[src/hdl/sspq_pkg.sv]
// Shared types, constants and codes of the scored sorted priority queue.
`default_nettype none

package sspq_pkg;

    localparam int CAPACITY_DEF    = 16;
    localparam int GRADE_LIMIT_DEF = 1000;
    localparam int COURSE_GOAL_DEF = 40;

    localparam int PAYLOAD_W = 16;
    localparam int GRADE_W   = 12;
    localparam int COURSES_W = 8;
    localparam int PRIO_W    = 16;
    localparam int STATUS_W  = 2;
    localparam int OCC_W     = 5;

    localparam int QUOT_W      = 15;
    localparam int NUM_W       = 21;
    localparam int SCALE_SHIFT = 14;
    localparam int RECIP_SHIFT = 41;
    localparam int RECIP_W     = RECIP_SHIFT + SCALE_SHIFT + 1;

    localparam logic [PRIO_W-1:0] PRIO_ONE = 16'd32768;

    localparam logic REQ_ENQ = 1'b0;
    localparam logic REQ_DEQ = 1'b1;

    localparam logic [STATUS_W-1:0] STATUS_DONE  = 2'd0;
    localparam logic [STATUS_W-1:0] STATUS_FULL  = 2'd1;
    localparam logic [STATUS_W-1:0] STATUS_EMPTY = 2'd2;

    typedef struct packed {
        logic                 req_type;
        logic [PAYLOAD_W-1:0] payload;
        logic [GRADE_W-1:0]   grade_hundredths;
        logic [COURSES_W-1:0] courses_done;
    } req_word_t;

    typedef struct packed {
        logic [STATUS_W-1:0]  status;
        logic [OCC_W-1:0]     occupancy;
        logic                 is_empty;
        logic [PAYLOAD_W-1:0] head_payload;
        logic [GRADE_W-1:0]   head_grade;
        logic [COURSES_W-1:0] head_courses;
        logic [PRIO_W-1:0]    head_priority;
    } rsp_word_t;

    typedef struct packed {
        logic [PAYLOAD_W-1:0] payload;
        logic [GRADE_W-1:0]   grade;
        logic [COURSES_W-1:0] courses;
        logic [PRIO_W-1:0]    prio;
    } entry_t;

    typedef struct packed {
        logic load_req;
        logic mul_step;
        logic sum_step;
        logic apply;
        logic load_rsp;
    } dp_cmd_t;

endpackage

`default_nettype wire

[src/hdl/scored_sorted_priority_queue_top.sv]
// Bounded priority queue with score computation, kept sorted in descending priority.
//
// One request word in gives one response word out. Each request passes through these steps
// in order: the accepting cycle captures it and forms the score numerator, a multiply step
// multiplies the numerator by the precomputed reciprocal of the denominator in two halves,
// a sum step sums the halves into the Q1.15 score, an apply step inserts into or shifts
// the sorted entry cells, and a report step loads the response word, which is valid once
// loaded. The next request is taken the cycle after the response is loaded, so a new
// request waits until the previous one is answered; a response held by stall keeps the
// block in its report step. Enqueues on a full queue and dequeues on an empty one leave
// the entries unchanged and report it in the status field. The entry store needs no clearing after reset.
`default_nettype none

module scored_sorted_priority_queue_top #(
    parameter int CAPACITY    = sspq_pkg::CAPACITY_DEF,
    parameter int GRADE_LIMIT = sspq_pkg::GRADE_LIMIT_DEF,
    parameter int COURSE_GOAL = sspq_pkg::COURSE_GOAL_DEF
) (
    input  wire logic                clk,
    input  wire logic                rst_n,
    input  wire logic                req_valid,
    output logic                     req_stall,
    input  wire sspq_pkg::req_word_t req_word,
    output logic                     rsp_valid,
    input  wire logic                rsp_stall,
    output sspq_pkg::rsp_word_t      rsp_word
);

    sspq_pkg::dp_cmd_t cmd;

    sspq_ctrl u_ctrl (
        .clk       (clk),
        .rst_n     (rst_n),
        .req_valid (req_valid),
        .req_stall (req_stall),
        .rsp_valid (rsp_valid),
        .rsp_stall (rsp_stall),
        .cmd       (cmd)
    );

    sspq_dpath #(
        .CAPACITY    (CAPACITY),
        .GRADE_LIMIT (GRADE_LIMIT),
        .COURSE_GOAL (COURSE_GOAL)
    ) u_dpath (
        .clk      (clk),
        .rst_n    (rst_n),
        .cmd      (cmd),
        .req_word (req_word),
        .rsp_word (rsp_word)
    );

endmodule

`default_nettype wire

[src/hdl/sspq_dpath.sv]
// Datapath: request capture, reciprocal scoring, sorted entry cells and response register.
`default_nettype none

module sspq_dpath #(
    parameter int CAPACITY    = sspq_pkg::CAPACITY_DEF,
    parameter int GRADE_LIMIT = sspq_pkg::GRADE_LIMIT_DEF,
    parameter int COURSE_GOAL = sspq_pkg::COURSE_GOAL_DEF
) (
    input  wire logic              clk,
    input  wire logic              rst_n,
    input  wire sspq_pkg::dp_cmd_t cmd,
    input  wire sspq_pkg::req_word_t req_word,
    output sspq_pkg::rsp_word_t    rsp_word
);

    localparam int CNT_W  = $clog2(CAPACITY + 1);
    localparam int NUM_W  = sspq_pkg::NUM_W;
    localparam int HALF_W = sspq_pkg::RECIP_W / 2;
    localparam int PROD_W = NUM_W + HALF_W;
    localparam int SUM_W  = PROD_W + HALF_W;
    localparam logic [NUM_W:0] TWO_DEN =
        (NUM_W+1)'(2 * GRADE_LIMIT * COURSE_GOAL);
    localparam logic [63:0] DEN_WIDE = 64'(GRADE_LIMIT) * 64'(COURSE_GOAL);
    localparam logic [63:0] RECIP_WIDE =
        ((64'd1 << (sspq_pkg::RECIP_SHIFT + sspq_pkg::SCALE_SHIFT)) + DEN_WIDE - 64'd1)
        / DEN_WIDE;
    localparam logic [HALF_W-1:0] RECIP_LO = HALF_W'(RECIP_WIDE);
    localparam logic [HALF_W-1:0] RECIP_HI = HALF_W'(RECIP_WIDE >> HALF_W);

    sspq_pkg::req_word_t           req_reg;
    logic [NUM_W-1:0]              num_reg;
    logic [PROD_W-1:0]             prod_lo_reg, prod_hi_reg;
    logic [SUM_W-1:0]              prod_sum;
    logic [sspq_pkg::QUOT_W-1:0]   quot_reg;
    logic                          sat_reg;
    logic [CNT_W-1:0]              count_reg, count_next;
    logic [sspq_pkg::STATUS_W-1:0] status_reg, status_next;
    sspq_pkg::rsp_word_t           rsp_reg;
    sspq_pkg::entry_t              store_reg [CAPACITY];
    sspq_pkg::entry_t              store_next [CAPACITY];
    sspq_pkg::entry_t              new_entry;
    logic [CAPACITY-1:0]           ge;
    logic                          full, empty, do_write;
    logic [NUM_W-1:0]              num;

    assign num = NUM_W'(req_word.grade_hundredths) * NUM_W'(COURSE_GOAL)
               + NUM_W'(req_word.courses_done) * NUM_W'(GRADE_LIMIT);

    assign prod_sum = {prod_hi_reg, {HALF_W{1'b0}}} + SUM_W'(prod_lo_reg);

    always_ff @(posedge clk)
    begin
        if (cmd.load_req)
        begin
            req_reg <= req_word;
            num_reg <= num;
            sat_reg <= {1'b0, num} >= TWO_DEN;
        end
        if (cmd.mul_step)
        begin
            prod_lo_reg <= PROD_W'(num_reg) * PROD_W'(RECIP_LO);
            prod_hi_reg <= PROD_W'(num_reg) * PROD_W'(RECIP_HI);
        end
        if (cmd.sum_step)
            quot_reg <= prod_sum[sspq_pkg::RECIP_SHIFT +: sspq_pkg::QUOT_W];
    end

    assign full  = count_reg == CNT_W'(CAPACITY);
    assign empty = count_reg == '0;

    assign new_entry.payload = req_reg.payload;
    assign new_entry.grade   = req_reg.grade_hundredths;
    assign new_entry.courses = req_reg.courses_done;
    assign new_entry.prio    = sat_reg ? sspq_pkg::PRIO_ONE : {1'b0, quot_reg};

    for (genvar i = 0; i < CAPACITY; i++)
    begin : g_cell
        assign ge[i] = (CNT_W'(i) < count_reg) && (store_reg[i].prio >= new_entry.prio);

        always_comb
        begin
            if (req_reg.req_type == sspq_pkg::REQ_ENQ)
            begin
                if (ge[i])
                    store_next[i] = store_reg[i];
                else if (i == 0)
                    store_next[i] = new_entry;
                else if (ge[(i == 0) ? 0 : i-1])
                    store_next[i] = new_entry;
                else
                    store_next[i] = store_reg[(i == 0) ? 0 : i-1];
            end
            else
            begin
                store_next[i] = store_reg[(i == CAPACITY-1) ? i : i+1];
            end
        end
    end

    always_comb
    begin
        count_next  = count_reg;
        status_next = sspq_pkg::STATUS_DONE;
        do_write    = 1'b0;
        if (req_reg.req_type == sspq_pkg::REQ_ENQ)
        begin
            if (full)
                status_next = sspq_pkg::STATUS_FULL;
            else
            begin
                count_next = count_reg + 1'b1;
                do_write   = 1'b1;
            end
        end
        else
        begin
            if (empty)
                status_next = sspq_pkg::STATUS_EMPTY;
            else
            begin
                count_next = count_reg - 1'b1;
                do_write   = 1'b1;
            end
        end
    end

    always_ff @(posedge clk)
    begin
        if (cmd.apply && do_write)
        begin
            for (int i = 0; i < CAPACITY; i++)
                store_reg[i] <= store_next[i];
        end
    end

    always_ff @(posedge clk or negedge rst_n)
    begin
        if (!rst_n)
            count_reg <= '0;
        else if (cmd.apply)
            count_reg <= count_next;
    end

    always_ff @(posedge clk)
    begin
        if (cmd.apply)
            status_reg <= status_next;
    end

    always_ff @(posedge clk)
    begin
        if (cmd.load_rsp)
        begin
            rsp_reg.status    <= status_reg;
            rsp_reg.occupancy <= sspq_pkg::OCC_W'(count_reg);
            rsp_reg.is_empty  <= empty;
            if (empty)
            begin
                rsp_reg.head_payload  <= '0;
                rsp_reg.head_grade    <= '0;
                rsp_reg.head_courses  <= '0;
                rsp_reg.head_priority <= '0;
            end
            else
            begin
                rsp_reg.head_payload  <= store_reg[0].payload;
                rsp_reg.head_grade    <= store_reg[0].grade;
                rsp_reg.head_courses  <= store_reg[0].courses;
                rsp_reg.head_priority <= store_reg[0].prio;
            end
        end
    end

    assign rsp_word = rsp_reg;

endmodule

`default_nettype wire

[src/hdl/sspq_ctrl.sv]
// Controller: sequences capture, scoring, store update and response hand-off.
`default_nettype none

module sspq_ctrl (
    input  wire logic           clk,
    input  wire logic           rst_n,
    input  wire logic           req_valid,
    output logic                req_stall,
    output logic                rsp_valid,
    input  wire logic           rsp_stall,
    output sspq_pkg::dp_cmd_t   cmd
);

    localparam logic [2:0] ST_IDLE   = 3'd0;
    localparam logic [2:0] ST_MUL    = 3'd1;
    localparam logic [2:0] ST_SUM    = 3'd2;
    localparam logic [2:0] ST_APPLY  = 3'd3;
    localparam logic [2:0] ST_REPORT = 3'd4;

    logic [2:0] state_reg, state_next;
    logic       rsp_valid_reg, rsp_valid_next;
    logic       rsp_free;

    assign rsp_free = !rsp_valid_reg || !rsp_stall;

    always_comb
    begin
        state_next     = state_reg;
        rsp_valid_next = rsp_valid_reg && rsp_stall;
        cmd            = '0;
        unique case (state_reg)
            ST_IDLE:
            begin
                if (req_valid)
                begin
                    cmd.load_req = 1'b1;
                    state_next   = ST_MUL;
                end
            end
            ST_MUL:
            begin
                cmd.mul_step = 1'b1;
                state_next   = ST_SUM;
            end
            ST_SUM:
            begin
                cmd.sum_step = 1'b1;
                state_next   = ST_APPLY;
            end
            ST_APPLY:
            begin
                cmd.apply  = 1'b1;
                state_next = ST_REPORT;
            end
            ST_REPORT:
            begin
                if (rsp_free)
                begin
                    cmd.load_rsp   = 1'b1;
                    rsp_valid_next = 1'b1;
                    state_next     = ST_IDLE;
                end
            end
            default:
            begin
                state_next = ST_IDLE;
            end
        endcase
    end

    always_ff @(posedge clk or negedge rst_n)
    begin
        if (!rst_n)
        begin
            state_reg     <= ST_IDLE;
            rsp_valid_reg <= 1'b0;
        end
        else
        begin
            state_reg     <= state_next;
            rsp_valid_reg <= rsp_valid_next;
        end
    end

    assign req_stall = state_reg != ST_IDLE;
    assign rsp_valid = rsp_valid_reg;

endmodule

`default_nettype wire
[config.mk]
export PLATFORM = sky130hd
export DESIGN_NAME = scored_sorted_priority_queue_top
export DESIGN_NICKNAME = d
export VERILOG_FILES = /design/src/hdl/sspq_pkg.sv /design/src/hdl/scored_sorted_priority_queue_top.sv /design/src/hdl/sspq_dpath.sv /design/src/hdl/sspq_ctrl.sv
export SDC_FILE = /design/constraint.sdc
export NUM_CORES = 2
export LEC_CHECK = 0
export BUFFER_PORTS_ARGS = -buffer_cell sky130_fd_sc_hd__buf_2
export CORE_MARGIN = 5
export CORE_UTILIZATION = 40
export CTS_BUF_LIST = sky130_fd_sc_hd__clkbuf_4 sky130_fd_sc_hd__clkbuf_8
export DETAILED_ROUTE_END_ITERATION = 8
export SLEW_MARGIN = 10
export SYNTH_ARGS = -nofsm -noshare
export SYNTH_HDL_FRONTEND = slang
export SYNTH_SLANG_ARGS = --single-unit
export TNS_END_PERCENT = 100
[constraint.sdc]
create_clock -name clk -period 8.55 [get_ports clk]
set_input_delay 1.71 -clock clk [delete_from_list [all_inputs] [get_ports clk]]
set_output_delay 1.71 -clock clk [all_outputs]
set_load 0.01 [all_outputs]
==> impl_results.md <==
- Yosys top cell by area: edfxtp_1
- Fin. Hold Viols: 0
- Area contributors post-synth: edfxtp_1 42%, ha_1 11%, fa_1 6.4%, mux2i_1 6.1%, nor3_1 4.3%
- Slew headroom: 0.204
- Clk Latency, worst-skew pair: 980 ps
- Core Box Area: 178000 um^2
- YS warnings: 0
- Max-slew violations: 0
- Port buffer count: 102
- Largest net degree at the start of global routing: 259
- Register area share after synthesis: 0.426
- Critical path class: reg -> reg
- Vias/cell: 6.01
- Max Freq: 135 MHz
- Antenna-violating nets left: 0
- FFs w/ async S/R, synth: 0.00888
- Final non-filler cell total: 9390
- First-pass GRT wire length: 348000 um
- Worst hold path type: reg -> reg
- Die ar.: 187000 um^2
- Num CTS Buffers: 179
- Synth top area share: 0.423
- Die Wd: 432 um
- Remaining DRCs: 0
- Initial antenna violation count: 11
- Worst path slowest cell: fa_1
- Crit. End Element: flop
- Clk root buf: clkbuf_8
- EDFF count, synth: 1005
- Drt initial violations: 6480
- TritonCTS sink count: 1014
- Commonest cells in the netlist: 1005 x edfxtp_1, 623 x ha_1, 619 x nor3_1
- R2R depth: 19
- Synthesized area: 71300 um^2
- Final core occ: 0.437
- Critical path, cell by cell: fa_1, inv_1, fa_1, inv_1, fa_1, fa_1, fa_1, fa_1, ha_1, ha_1, a211oi_1, o21ai_0, a211oi_1, a211oi_2, a311oi_2, o311ai_2, a221o_1, a21oi_2, xnor2_1
- Fin crit period: 7410 ps
- Final WL: 233000 um
- Least-Margin Pin Slew: 1190 ps
- Setup bufs post-CTS: 0
- Worst Setup SP: u_dpath.num_reg[6]
- End of the worst register-to-register path: u_dpath.prod_lo_reg[47]
- Min-delay src: u_dpath.status_reg[0]
- CTS tree: built
- Max cap viols: 0
- Worst-path clk slew: 60 ps
- Hold Crit Depth: 0
- Synth-to-layout area growth: 8.86%
- Worst hold endpoint: u_dpath.rsp_word[58]
- Top FF cell, synth: edfxtp_1
- Outcome: finished, final reports clean
- Fin crit share: 0.867
- Gpl congestion: 0.919
- GR Overflow Total: 0
- IO Pins: 103
- Placed Cells: 9063
- Syn Inst Count: 7045
- Via count: 56400
- Cell repeated most along the worst path: fa_1
- Nature of the critical path startpoint: flop
- Drt pass-1 iters: 6
- Vias in the first global route: 55200
- Crit path DAT: 8090 ps
- Hold_buf cts: 0
- Drt wl/cell: 24.8 um
- Final setup viols: 0
- RSZ-0062 raised after global routing: false
- Netlist cell types: 71
- RR Startpoint: u_dpath.num_reg[6]
- Clock Tree Buf Depth: 3
- Final nets: 7780
- Total Routing Usage GR: 0.242
- Syn Area/Cell: 10.1 um^2
- Fillers: 16800
- R2r setup slk: 1140 ps
- Syn_nets: 7936
- CP required: 9220 ps
- Setup Skew: 86.7 ps
- H-Tree Level Count: 4
- Post-CTS sizing: 0
- Final TNS setup: 0 ps
- HPWL Detailed: 147000 um
- Largest register FFs: 832
- Top-count cell post-synth: edfxtp_1
- Row count: 155
- Die height: 432 um
- Critical Path Fanout Max: 9
- #FFs+latches synth: 1014
- Crit-path max cell delay: 700 ps
- Starting density of the core: 0.401
- Ratio of cells with drive above 1 in the final layout: 0.0954
-- routing by layer --
metal	up-vias	track usage	wire, um
met4	4	0.0996	10000
met2	2682	0.376	103000
li1	25500	-	-
met3	536	0.0449	20500
met1	27700	0.334	99200
met5	-	0	21
-- through the flow --
| step | hold slack, ps | worst slack [ps] | instance area, um^2 |
|---|---|---|---|
| 2_1_floorplan | 400 | 1370 | 71300 |
| 3_3_place_gp | 410 | 1210 | 74100 |
| 3_5_place_dp | 410 | 1150 | 74100 |
| 4_1_cts | 393 | 1110 | 77600 |
| 5_1_grt | 417 | 809 | 77600 |
| 6_report | 394 | 1140 | 77700 |
-- worst max path at each step --
| stage | to | slack (ps) | cells after the start |
|---|---|---|---|
| floorplan | u_dpath.store_reg[1][208] | 1370 | 17 |
| global placement | u_dpath.prod_lo_reg[47] | 1210 | 21 |
| detailed placement | u_dpath.prod_lo_reg[47] | 1150 | 21 |
| CTS | u_dpath.prod_lo_reg[47] | 1110 | 19 |
| global route | u_dpath.prod_lo_reg[47] | 810 | 21 |
| finish | u_dpath.prod_lo_reg[47] | 1140 | 19 |
-- placed cells by master, fill, tap and decap left out, types with 8 or more instances in the layout --
cell       Yosys  routed
a2111oi_0      8       8
a211oi_1     213     213
a21o_1       116     116
a21oi_1      356     338
a21oi_4        0      18
a311oi_1      90      90
a31oi_1       17      12
and3_1         9       9
buf_2         31     102
buf_4          0     117
clkbuf_4       0      69
clkbuf_8       0     182
clkinv_1       1      37
clkinv_2       0      17
dfrtp_1        9       9
edfxtp_1    1005    1005
fa_1         227     227
ha_1         623     623
inv_1        449     448
mux2_2        84      84
mux2i_1      433     433
nand2_1      542     532
nand2b_1      30      29
nand3_1       18      17
nand4_1       26      26
nor2_1       492     482
nor2_4         0      10
nor2b_1       81      81
nor3_1       619     618
nor4_1       162     162
o211ai_1       8       8
o21a_1        24      24
o21ai_0      573     573
o21bai_1      10       9
o22ai_1       22      22
o311a_1       15      15
or3_1         70      69
xnor2_1       57      57
xor2_1        25      25
-- cells by family after synthesis --
kind of cell	Yosys count	share of synthesized area
flops	1014	0.426
mux	520	0.0745
xor+xnor	82	0.0101
simple gates	2077	0.135
fa+ha+maj	850	0.173
compound gates	1489	0.127
buf+inv	1013	0.0541
-- worst max-delay path, delay by kind of cell, from the launching register on --
kind | cells | cell delay [ps]
flip-flops | 1 | 660
AO/OA/AOI/OAI | 8 | 2430
buffers and inverters | 2 | 170
adder cells (fa/ha/maj) | 8 | 3850
XOR/XNOR | 1 | 70
-- area by class of cell --
class	count	area, um^2	share of cell area
multi-input cells	5018	37600	0.484
repair buffers	226	1530	0.0197
inverters	450	1690	0.0218
clock buffers	251	3020	0.0389
flip-flops and latches	1014	30400	0.392
diodes	4	10.0	0.000129
well taps	2355	2950	0.0379
clock inverters	72	495	0.00638
Power is not shown: default switching activity piles up to over one toggle a cycle in this logic, so the estimate is an artifact.
